<file path="config.mk">
export PLATFORM = sky130hd
export DESIGN_NAME = banded_pid_controller_unit
export DESIGN_NICKNAME = d
export VERILOG_FILES = /design/src/design/bpid_pkg.sv /design/src/design/banded_pid_controller_unit.sv
export SDC_FILE = /design/constraint.sdc
export NUM_CORES = 2
export LEC_CHECK = 0
export BUFFER_PORTS_ARGS = -buffer_cell sky130_fd_sc_hd__buf_2
export CAP_MARGIN = 0
export CORE_AREA = 4 4 452 454
export CTS_BUF_LIST = sky130_fd_sc_hd__clkbuf_8 sky130_fd_sc_hd__clkbuf_16
export DETAILED_ROUTE_END_ITERATION = 8
export DIE_AREA = 0 0 456 458
export PLACE_DENSITY = 0.48
export SYNTH_ARGS = -nofsm -noshare
export SYNTH_HDL_FRONTEND = slang
export SYNTH_SLANG_ARGS = --single-unit
</file>
<file path="constraint.sdc">
create_clock -name clk -period 31.1 [get_ports clk]
set_input_delay 1.555 -clock clk [delete_from_list [all_inputs] [get_ports clk]]
set_output_delay 1.555 -clock clk [all_outputs]
set_load 0.005 [all_outputs]
</file>
<file path="src/design/bpid_pkg.sv">
// ============================================================================
// bpid_pkg: shared constants for the banded PID controller
// Holds the mode codes, input kind codes, register indexes and the reset
// values of the configuration registers.
// ============================================================================
`default_nettype none

package bpid_pkg;

    // Mode code of the controller state machine
    typedef logic [2:0] mode_code_t;
    // Kind of an input item
    typedef logic [1:0] kind_code_t;
    // Configuration register index
    typedef logic [2:0] reg_index_t;

    localparam mode_code_t MODE_INIT  = 3'd0;
    localparam mode_code_t MODE_BELOW = 3'd1;
    localparam mode_code_t MODE_ABOVE = 3'd2;
    localparam mode_code_t MODE_ONTGT = 3'd3;
    localparam mode_code_t MODE_STAB  = 3'd4;
    localparam mode_code_t MODE_DIS   = 3'd5;

    localparam kind_code_t KIND_STEP    = 2'd0;
    localparam kind_code_t KIND_ENABLE  = 2'd1;
    localparam kind_code_t KIND_DISABLE = 2'd2;
    localparam kind_code_t KIND_CLEAR   = 2'd3;

    localparam reg_index_t REG_GAIN_PROP       = 3'd0;
    localparam reg_index_t REG_GAIN_INTEG      = 3'd1;
    localparam reg_index_t REG_GAIN_DERIV      = 3'd2;
    localparam reg_index_t REG_ERROR_BANDS     = 3'd3;
    localparam reg_index_t REG_INTEGRAL_LIMITS = 3'd4;
    localparam reg_index_t REG_OUTPUT_RANGE    = 3'd5;
    localparam reg_index_t REG_INPUT_RANGE     = 3'd6;
    localparam reg_index_t REG_STEP_LIMITS     = 3'd7;

    // Width of the configuration write data (widest register)
    localparam int CFG_DATA_W = 48;

    // Reset values: range -1.0 .. 1.0, integral max 1.0, band 1.0,
    // ten on-target steps, increment cap 82 LSB
    localparam logic [15:0] RST_IMAX     = 16'h1000;
    localparam logic [15:0] RST_RANGE_LO = 16'hF000;
    localparam logic [15:0] RST_RANGE_HI = 16'h1000;
    localparam logic [15:0] RST_BAND     = 16'h1000;
    localparam logic [15:0] RST_STEPS    = 16'd10;
    localparam logic [15:0] RST_INC_CAP  = 16'd82;

endpackage : bpid_pkg

`default_nettype wire

</file>
<file path="src/design/banded_pid_controller_unit.sv">
// ============================================================================
// banded_pid_controller_unit: PID step with mode tracking and anti-windup
// One result per item; a control step runs clamp, error, band mode machine, P + I + D,
// dead band and output clamp, all in Q4.12 with Q8.8 gains.
// ============================================================================
//
// Usage:
//  - Input channel (in_valid / in_stall) carries kind, measured and target.
//    Each transfer yields exactly one result on the output channel
//    (out_valid / out_stall) with drive, drive_valid, error_now and status.
//  - Timing: the item is first captured in the input register, then the full
//    step is computed in one pass into the result register, where out_valid
//    rises. Throughput is one item per cycle while the receiver does not
//    stall; the controller state (mode, error sum, last error, settle
//    count) updates when an item moves from the input register into the
//    result register.
//  - When the receiver stalls, the result register holds; the input register
//    still takes one more item, and in_stall rises only when both are full.
//  - Configuration is a write port (cfg_write, cfg_index, cfg_data); write
//    only while no item is in flight. Range writes with min >= max are
//    dropped.
//  - Reset (rst_n low, asynchronous) empties both registers, restores the
//    configuration defaults and puts the mode machine in initialize.
//
`default_nettype none

module banded_pid_controller_unit
    import bpid_pkg::*;
(
    input  wire logic                   clk,
    input  wire logic                   rst_n,

    input  wire logic                   cfg_write,
    input  wire logic [2:0]             cfg_index,
    input  wire logic [CFG_DATA_W-1:0]  cfg_data,

    input  wire logic                   in_valid,
    output logic                        in_stall,
    input  wire logic [1:0]             kind,
    input  wire logic signed [15:0]     measured,
    input  wire logic signed [15:0]     target,

    output logic                        out_valid,
    input  wire logic                   out_stall,
    output logic signed [15:0]          drive,
    output logic                        drive_valid,
    output logic signed [16:0]          error_now,
    output logic                        at_target,
    output logic                        stabilized,
    output logic                        enabled
);

    // ------------------------------------------------------------------
    // Configuration registers
    // ------------------------------------------------------------------
    logic signed [15:0] gain_prop_reg, gain_integ_reg, gain_deriv_reg;
    logic [15:0]        eps_reg, stat_reg;
    logic [15:0]        imax_reg, thr_reg;
    logic               thr_en_reg;
    logic signed [15:0] out_min_reg, out_max_reg;
    logic signed [15:0] in_min_reg, in_max_reg;
    logic [15:0]        band_reg, steps_reg, inc_reg;

    logic signed [15:0] cfg_lo, cfg_hi;
    logic               cfg_range_ok;

    assign cfg_lo       = $signed(cfg_data[15:0]);
    assign cfg_hi       = $signed(cfg_data[31:16]);
    assign cfg_range_ok = cfg_lo < cfg_hi;

    // Write one register per transfer; drop ranges with min >= max
    always_ff @(posedge clk or negedge rst_n)
    begin
        if (!rst_n)
        begin
            gain_prop_reg  <= '0;
            gain_integ_reg <= '0;
            gain_deriv_reg <= '0;
            eps_reg        <= '0;
            stat_reg       <= '0;
            imax_reg       <= RST_IMAX;
            thr_reg        <= '0;
            thr_en_reg     <= 1'b0;
            out_min_reg    <= RST_RANGE_LO;
            out_max_reg    <= RST_RANGE_HI;
            in_min_reg     <= RST_RANGE_LO;
            in_max_reg     <= RST_RANGE_HI;
            band_reg       <= RST_BAND;
            steps_reg      <= RST_STEPS;
            inc_reg        <= RST_INC_CAP;
        end
        else if (cfg_write)
        begin
            unique case (cfg_index)
                REG_GAIN_PROP:  gain_prop_reg  <= $signed(cfg_data[15:0]);
                REG_GAIN_INTEG: gain_integ_reg <= $signed(cfg_data[15:0]);
                REG_GAIN_DERIV: gain_deriv_reg <= $signed(cfg_data[15:0]);
                REG_ERROR_BANDS:
                begin
                    eps_reg  <= cfg_data[15:0];
                    stat_reg <= cfg_data[31:16];
                end
                REG_INTEGRAL_LIMITS:
                begin
                    imax_reg   <= cfg_data[15:0];
                    thr_reg    <= cfg_data[31:16];
                    thr_en_reg <= cfg_data[32];
                end
                REG_OUTPUT_RANGE:
                begin
                    if (cfg_range_ok)
                    begin
                        out_min_reg <= cfg_lo;
                        out_max_reg <= cfg_hi;
                    end
                end
                REG_INPUT_RANGE:
                begin
                    if (cfg_range_ok)
                    begin
                        in_min_reg <= cfg_lo;
                        in_max_reg <= cfg_hi;
                    end
                end
                REG_STEP_LIMITS:
                begin
                    band_reg  <= cfg_data[15:0];
                    steps_reg <= cfg_data[31:16];
                    inc_reg   <= cfg_data[47:32];
                end
                default: ;
            endcase
        end
    end

    // ------------------------------------------------------------------
    // Input register and flow control
    // ------------------------------------------------------------------
    logic               s1_valid_reg;
    kind_code_t         s1_kind_reg;
    logic signed [15:0] s1_measured_reg, s1_target_reg;
    logic               out_valid_reg;
    logic               advance;

    // Move the input register forward when the result register frees up
    assign advance  = !out_valid_reg || !out_stall;
    assign in_stall = s1_valid_reg && !advance;

    always_ff @(posedge clk or negedge rst_n)
    begin
        if (!rst_n)
        begin
            s1_valid_reg <= 1'b0;
        end
        else if (!in_stall)
        begin
            s1_valid_reg <= in_valid;
        end
    end

    always_ff @(posedge clk)
    begin
        if (in_valid && !in_stall)
        begin
            s1_kind_reg     <= kind;
            s1_measured_reg <= measured;
            s1_target_reg   <= target;
        end
    end

    // ------------------------------------------------------------------
    // Controller state
    // ------------------------------------------------------------------
    mode_code_t         mode_reg, mode_next;
    logic signed [31:0] error_sum_reg, error_sum_next;
    logic signed [16:0] last_error_reg, last_error_next;
    logic               dba_reg, dba_next;
    logic [15:0]        settle_reg, settle_next;

    // ------------------------------------------------------------------
    // Error and band compares
    // ------------------------------------------------------------------
    logic signed [15:0] pv;
    logic signed [16:0] err;
    logic signed [17:0] err18, eps18, neps18, stat18, nstat18, inc18, ninc18;
    logic signed [17:0] thr18, nthr18;
    logic               inband, ge_eps, le_neps;

    // Clamp the measurement and form the error
    always_comb
    begin
        if (s1_measured_reg > in_max_reg)
            pv = in_max_reg;
        else if (s1_measured_reg < in_min_reg)
            pv = in_min_reg;
        else
            pv = s1_measured_reg;
    end

    assign err     = 17'(s1_target_reg) - 17'(pv);
    assign err18   = 18'(err);
    assign eps18   = $signed({2'b00, eps_reg});
    assign neps18  = -eps18;
    assign stat18  = $signed({2'b00, stat_reg});
    assign nstat18 = -stat18;
    assign inc18   = $signed({2'b00, inc_reg});
    assign ninc18  = -inc18;
    assign thr18   = $signed({2'b00, thr_reg});
    assign nthr18  = -thr18;
    assign inband  = (err18 >= neps18) && (err18 <= eps18);
    assign ge_eps  = err18 >= eps18;
    assign le_neps = err18 <= neps18;

    // ------------------------------------------------------------------
    // Mode machine and integrator for a control step
    // ------------------------------------------------------------------
    mode_code_t         st_mode;
    logic signed [31:0] st_sum;
    logic               st_dba;
    logic [15:0]        st_settle, settle_inc;
    logic signed [31:0] sum_base;
    logic signed [17:0] sum_add;
    logic signed [33:0] sum_wide;
    logic signed [31:0] sum_sat;

    // Pick the integrator base and capped increment by direction
    always_comb
    begin
        if (mode_reg == MODE_BELOW)
        begin
            sum_base = error_sum_reg[31] ? 32'sd0 : error_sum_reg;
            sum_add  = (err18 < inc18) ? err18 : inc18;
        end
        else
        begin
            sum_base = error_sum_reg[31] ? error_sum_reg : 32'sd0;
            sum_add  = (err18 > ninc18) ? err18 : ninc18;
        end
        sum_wide = 34'(sum_base) + 34'(sum_add);
        if (sum_wide[33:31] != 3'b000 && sum_wide[33:31] != 3'b111)
            sum_sat = sum_wide[33] ? 32'sh8000_0000 : 32'sh7FFF_FFFF;
        else
            sum_sat = sum_wide[31:0];
        settle_inc = (settle_reg != 16'hFFFF) ? settle_reg + 16'd1 : settle_reg;
    end

    // Advance the band mode machine
    always_comb
    begin
        st_mode   = mode_reg;
        st_sum    = error_sum_reg;
        st_dba    = dba_reg;
        st_settle = settle_reg;
        unique case (mode_reg)
            MODE_INIT:
            begin
                if (le_neps)
                    st_mode = MODE_ABOVE;
                else if (ge_eps)
                    st_mode = MODE_BELOW;
                else
                begin
                    st_mode   = MODE_ONTGT;
                    st_settle = '0;
                end
            end
            MODE_BELOW:
            begin
                st_sum = sum_sat;
                if (err18 >= stat18)
                    st_dba = 1'b0;
                if (inband)
                begin
                    st_mode   = MODE_ONTGT;
                    st_settle = '0;
                end
                else if (le_neps)
                begin
                    st_mode = MODE_ABOVE;
                    st_sum  = '0;
                end
            end
            MODE_ABOVE:
            begin
                st_sum = sum_sat;
                if (err18 <= nstat18)
                    st_dba = 1'b0;
                if (inband)
                begin
                    st_mode   = MODE_ONTGT;
                    st_settle = '0;
                end
                else if (ge_eps)
                begin
                    st_mode = MODE_BELOW;
                    st_sum  = '0;
                end
            end
            MODE_ONTGT:
            begin
                st_sum = '0;
                st_dba = 1'b1;
                if (ge_eps)
                begin
                    st_mode   = MODE_BELOW;
                    st_settle = '0;
                end
                else if (le_neps)
                begin
                    st_mode   = MODE_ABOVE;
                    st_settle = '0;
                end
                else if (settle_inc >= steps_reg)
                begin
                    st_mode   = MODE_STAB;
                    st_settle = '0;
                end
                else
                    st_settle = settle_inc;
            end
            MODE_STAB:
            begin
                st_sum = '0;
                st_dba = 1'b1;
                if (ge_eps)
                    st_mode = MODE_BELOW;
                else if (le_neps)
                    st_mode = MODE_ABOVE;
            end
            default:
            begin
                st_mode = MODE_DIS;
            end
        endcase
    end

    // ------------------------------------------------------------------
    // P, I and D terms
    // ------------------------------------------------------------------
    logic signed [31:0] sum_used;
    logic signed [17:0] diff18;
    logic signed [32:0] p_prod;
    logic signed [47:0] i_prod;
    logic signed [35:0] d_prod;
    logic signed [39:0] i_sh, imax40, nimax40;
    logic signed [27:0] d_sh, band28, nband28;
    logic signed [17:0] i_term, d_term;
    logic signed [26:0] o_sum, out_min27, out_max27;
    logic [17:0]        err_mag;
    logic               dead_zero;
    logic signed [15:0] drive_c;

    // Drop the sum outside the threshold window
    assign sum_used = (thr_en_reg && (err18 > thr18 || err18 < nthr18)) ? 32'sd0 : st_sum;
    // No derivative kick on the initializing step
    assign diff18   = (mode_reg == MODE_INIT) ? 18'sd0 : err18 - 18'(last_error_reg);

    assign p_prod = gain_prop_reg * err;
    assign i_prod = gain_integ_reg * sum_used;
    assign d_prod = gain_deriv_reg * diff18;

    // Floor shift by eight, then clamp I and D
    assign i_sh    = i_prod[47:8];
    assign imax40  = $signed({24'd0, imax_reg});
    assign nimax40 = -imax40;
    assign d_sh    = d_prod[35:8];
    assign band28  = $signed({12'd0, band_reg});
    assign nband28 = -band28;

    always_comb
    begin
        if (i_sh > imax40)
            i_term = 18'(imax40);
        else if (i_sh < nimax40)
            i_term = 18'(nimax40);
        else
            i_term = 18'(i_sh);

        if (d_sh > band28)
            d_term = 18'(band28);
        else if (d_sh < nband28)
            d_term = 18'(nband28);
        else
            d_term = 18'(d_sh);
    end

    // Sum the terms, apply the static dead band and the output clamp
    assign err_mag   = err18[17] ? 18'(-err18) : 18'(err18);
    assign dead_zero = st_dba && (err_mag < {2'b00, stat_reg});
    assign out_min27 = 27'(out_min_reg);
    assign out_max27 = 27'(out_max_reg);

    always_comb
    begin
        o_sum = dead_zero ? 27'sd0
                          : 27'($signed(p_prod[32:8])) + 27'(i_term) + 27'(d_term);
        if (o_sum > out_max27)
            drive_c = out_max_reg;
        else if (o_sum < out_min27)
            drive_c = out_min_reg;
        else
            drive_c = 16'(o_sum);
    end

    // ------------------------------------------------------------------
    // Next state and result by item kind
    // ------------------------------------------------------------------
    logic signed [15:0] drive_next;
    logic               drive_valid_next;
    logic signed [16:0] err_out_next;

    always_comb
    begin
        mode_next        = mode_reg;
        error_sum_next   = error_sum_reg;
        last_error_next  = last_error_reg;
        dba_next         = dba_reg;
        settle_next      = settle_reg;
        drive_next       = '0;
        drive_valid_next = 1'b0;
        err_out_next     = last_error_reg;
        unique case (s1_kind_reg)
            KIND_ENABLE:
            begin
                if (mode_reg == MODE_DIS)
                    mode_next = MODE_INIT;
            end
            KIND_DISABLE:
            begin
                error_sum_next  = '0;
                last_error_next = '0;
                dba_next        = 1'b1;
                mode_next       = MODE_DIS;
                err_out_next    = '0;
            end
            KIND_CLEAR:
            begin
                error_sum_next = '0;
            end
            default:
            begin
                if (mode_reg == MODE_DIS)
                begin
                    error_sum_next  = '0;
                    last_error_next = '0;
                    dba_next        = 1'b1;
                    err_out_next    = '0;
                end
                else
                begin
                    mode_next        = st_mode;
                    error_sum_next   = dead_zero ? 32'sd0 : sum_used;
                    dba_next         = st_dba;
                    settle_next      = st_settle;
                    last_error_next  = err;
                    err_out_next     = err;
                    drive_next       = drive_c;
                    drive_valid_next = 1'b1;
                end
            end
        endcase
    end

    // Commit state when the item moves into the result register
    always_ff @(posedge clk or negedge rst_n)
    begin
        if (!rst_n)
        begin
            mode_reg       <= MODE_INIT;
            error_sum_reg  <= '0;
            last_error_reg <= '0;
            dba_reg        <= 1'b0;
            settle_reg     <= '0;
        end
        else if (s1_valid_reg && advance)
        begin
            mode_reg       <= mode_next;
            error_sum_reg  <= error_sum_next;
            last_error_reg <= last_error_next;
            dba_reg        <= dba_next;
            settle_reg     <= settle_next;
        end
    end

    // ------------------------------------------------------------------
    // Result register
    // ------------------------------------------------------------------
    always_ff @(posedge clk or negedge rst_n)
    begin
        if (!rst_n)
        begin
            out_valid_reg <= 1'b0;
        end
        else if (advance)
        begin
            out_valid_reg <= s1_valid_reg;
        end
    end

    always_ff @(posedge clk)
    begin
        if (s1_valid_reg && advance)
        begin
            drive       <= drive_next;
            drive_valid <= drive_valid_next;
            error_now   <= err_out_next;
            at_target   <= (mode_next == MODE_ONTGT) || (mode_next == MODE_STAB);
            stabilized  <= mode_next == MODE_STAB;
            enabled     <= mode_next != MODE_DIS;
        end
    end

    assign out_valid = out_valid_reg;

    // ------------------------------------------------------------------
    // Assertions
    // ------------------------------------------------------------------
    a_stall_needs_item: assert property (
        @(posedge clk) disable iff (!rst_n)
        in_stall |-> s1_valid_reg)
        else $error("input stalled with an empty input register");

    a_stab_is_at_target: assert property (
        @(posedge clk) disable iff (!rst_n)
        out_valid_reg && stabilized |-> at_target)
        else $error("stabilized result without at_target");

    a_drive_needs_enable: assert property (
        @(posedge clk) disable iff (!rst_n)
        out_valid_reg && drive_valid |-> enabled)
        else $error("new drive reported while disabled");

    a_idle_drive_zero: assert property (
        @(posedge clk) disable iff (!rst_n)
        out_valid_reg && !drive_valid |-> drive == 16'sd0)
        else $error("nonzero drive without drive_valid");

    a_disable_commits: assert property (
        @(posedge clk) disable iff (!rst_n)
        s1_valid_reg && advance && s1_kind_reg == KIND_DISABLE |=> mode_reg == MODE_DIS)
        else $error("disable transfer did not reach the disabled mode");

endmodule : banded_pid_controller_unit

`default_nettype wire

</file>
==> summary.txt <==
GRT
  – Vias in the first global route: 57100
  – Initial antenna violation count: 19
  – Total congestion overflow: 0
  – First-pass GRT wire length: roughly 360000 um
  – GRT Total Usage: a little under a quarter
  – Largest net degree at the start of global routing: 73

Die
  – CORE AREA: approximately 200000 um2
  – Die width: approximately 460 um
  – Row count: 164
  – Die Y: approximately 460 um
  – Die area: 209000 um2
  – I/O pin cnt: between 100 and 150
  – Initial Utilization: 34.9%

Synthesis
  – Synth Area per Inst: 8.99 um2
  – Synth top area cells: fa_1 (31%), ha_1 (13%), dfrtp_1 (10%), inv_1 (7.8%), nand2_1 (4.9%)
  – Netlist cell types: 99
  – Post-synthesis compound-gate area fraction: 10.2%
  – Mapped Area: about 70000 um2
  – EDFF count, synth: 71
  – Simple-gate area share of the yosys netlist: between 15 and 20%
  – Area share of the largest cell type after synthesis: 31.0%
  – Number of synthesized register bits: approximately 370
  – Post-synth ARST share: 80.7%
  – Mapped Cells: ~7800
  – Ys Warns: 0
  – Synth Area in XOR/XNOR: between 3 and 4%
  – Synth area leader: fa_1
  – Post-synthesis mux area share: 3.36%
  – Combinational family with the most area after synthesis: adder cells
  – Post-synthesis adder-cell area fraction: roughly 44%
  – Syn_nets: a little under 10000
  – Synth Flop Type: dfrtp_1
  – Seq/Total Area, Yosys: between 10% and 20%

Place
  – Placed wire-length estimate: ~190000 um
  – Routability congestion estimate: a little under 0.9
  – Post-DP Area: around 74000 um2
  – Port Buffers: roughly 130
  – Inst Count DP: ~10000

Worst setup path
  – R2R Setup Slk: around 1.9 ns
  – Setup crit end: drive[6]
  – CP max FO: 25
  – Crit path max-delay cell type: fa_1
  – Crit path capture type: flip-flop
  – Critical Path Max Stage Delay: about 0.58 ns
  – Worst EP arrival: between 20 and 30 ns
  – Worst Reg2Reg Path Length in Cells: approximately 140
  – WP data required: around 32 ns
  – Reg2Reg Launch Point: s1_measured_reg[1]
  – Worst Setup SP: s1_measured_reg[1]
  – R2R Path End: drive[6]
  – Worst setup path category: flip-flop to flip-flop
  – CP startpoint kind: flip-flop

CTS
  – H-tree Lvls: 2
  – Cts bufs inserted: around 50
  – Worst skew pair latency: 0.68 ns
  – Hold Buf Count CTS: 0
  – CTS tree: done
  – Largest buffer count on any clock path: 3
  – Sink Count: around 370
  – Root Driver: clkbuf_16
  – CTS clk-pin slew, worst paths: about 0.06 ns

Final layout
  – Max reg flops: 32
  – Final instance area: 75800 um2
  – Layout Nets: 9686
  – Fillers: 20400
  – Syn-to-layout area delta: 8.82%
  – Final std cells w/o fill: about 11000
  – Share of layout cells above drive strength 1: about 8.3%
  – Fin util: roughly 38%

Flow run
  – MaxCap Viol Count: 0

Routing
  – Via count: ~54000
  – Iteration-0 DRC Markers: between 3000 and 4000
  – WL per Instance: 22.5 um
  – Pre-antenna DRT Iters: 6
  – Post-Route WL: around 240000 um
  – DR vias/cell: between 5 and 6
  – Routed Antenna Nets: 0
  – Post-route DRC violation count: 0

STA
  – Worst-Margin Slew: 1.09 ns
  – Fin crit share: approximately 94%
  – Slew Viols, Final: 0
  – Clock skew: 0.0609 ns
  – Fmax: about 34 MHz
  – Setup TNS: 0 ns
  – Slew headroom: between 20% and 30%
  – Period minus WS final: 29.20 ns
  – Final Hold Vio Count: 0
  – Final setup violating endpoints: 0

Hold path
  – HP Class: flip-flop to flip-flop
  – HP Start: steps_reg[10]

Outcome
  – Status: complete, no violations
## critical path, delay by kind of cell, from the launching register on
| kind | cells | cell delay (ns) |
|---|---|---|
| XOR/XNOR | 4 | 0.86 |
| adder cells (fa/ha/maj) | 18 | 7.14 |
| AO/OA/AOI/OAI | 78 | 14.50 |
| flip-flops | 1 | 0.42 |
| buffers and inverters | 8 | 1.24 |
| multiplexers | 5 | 1.46 |
| AND/OR/NAND/NOR | 23 | 3.33 |
## routing by layer
metal / GRT usage, % / vias up / share of wire, %
met5: 0 / - / 0.011
met4: 6.99 / 4 / 3.6
met3: 1.97 / 340 / 3.9
met2: 39.9 / 1113 / 50
met1: 29.3 / 27700 / 43
li1: - / 24800 / -
## stage by stage
| stage | hold WS [ns] | worst slack [ns] |
|---|---|---|
| detailed placement | 0.476 | 0.915 |
| CTS | 0.491 | 0.751 |
| finish | 0.483 | 1.90 |
| global route | 0.519 | -0.0587 |
| global placement | 0.469 | 1.15 |
| floorplan | 0.450 | 2.76 |
## worst min path at each step
stage / end / cells past startpoint
3_3_place_gp: steps_reg[6] / 2
3_5_place_dp: steps_reg[9] / 2
2_1_floorplan: stat_reg[10] / 2
6_report: steps_reg[10] / 2
5_1_grt: steps_reg[1] / 2
4_1_cts: steps_reg[6] / 2
## what timing repair did
item	in CTS	in global routing
setup buffers	0	12
gates resized for setup	0	26
setup endpoints to repair	0	16
endpoints found under the hold margin	0	0
## layout by cell type (no fill, tap or decap), types with 58 or more instances in the layout
cell      Yosys  layout
xnor2_1     225     218
a21oi_1     257     250
mux2_2      152     152
nor2_1      245     241
nor3_1       93      88
nand2b_1     89      89
inv_1      1450    1460
edfxtp_1     71      71
nor2b_1     126     126
mux2i_1      63      61
nand2_1     908     908
buf_4         1     170
a21o_1      131     131
nand4_1      58      58
ha_1        723     723
buf_2         8     127
and3_1       68      68
fa_1       1078    1078
dfrtp_1     279     278
xor2_1       62      60
nand3_1      82      82
o21a_1       62      62
and2_1      394     393
o21ai_0     319     316
## cell usage after synthesis (89+ instances only)
master	count
a21o_1	131
a21oi_1	257
and2_1	394
clkbuf_1	273
dfrtp_1	279
fa_1	1078
ha_1	723
inv_1	1450
mux2_2	152
nand2_1	908
nand2b_1	89
nor2_1	245
nor2b_1	126
nor3_1	93
o21ai_0	319
xnor2_1	225
## layout make-up
| type | instances | area [um2] | share of cell area, % |
|---|---|---|---|
| multi-input cells | 5619 | 53800 | 70.9 |
| flip-flops and latches | 367 | 9560 | 12.6 |
| inverters | 1454 | 5460 | 7.20 |
| well taps | 2656 | 3320 | 4.38 |
| repair buffers | 302 | 1980 | 2.61 |
| clock buffers | 55 | 1330 | 1.76 |
| clock inverters | 41 | 397 | 0.523 |
| diodes | 9 | 22.5 | 0.0297 |
## kinds of logic after synthesis
kind of cell / after synthesis
XOR/XNOR: 288
buffers and inverters: 1766
AND/OR/NAND/NOR: 2195
flip-flops: 367
multiplexers: 215
AO/OA/AOI/OAI: 1110
adder cells (fa/ha/maj): 1811
Power is not shown: default switching activity piles up to over one toggle a cycle in this logic, so the estimate is an artifact.
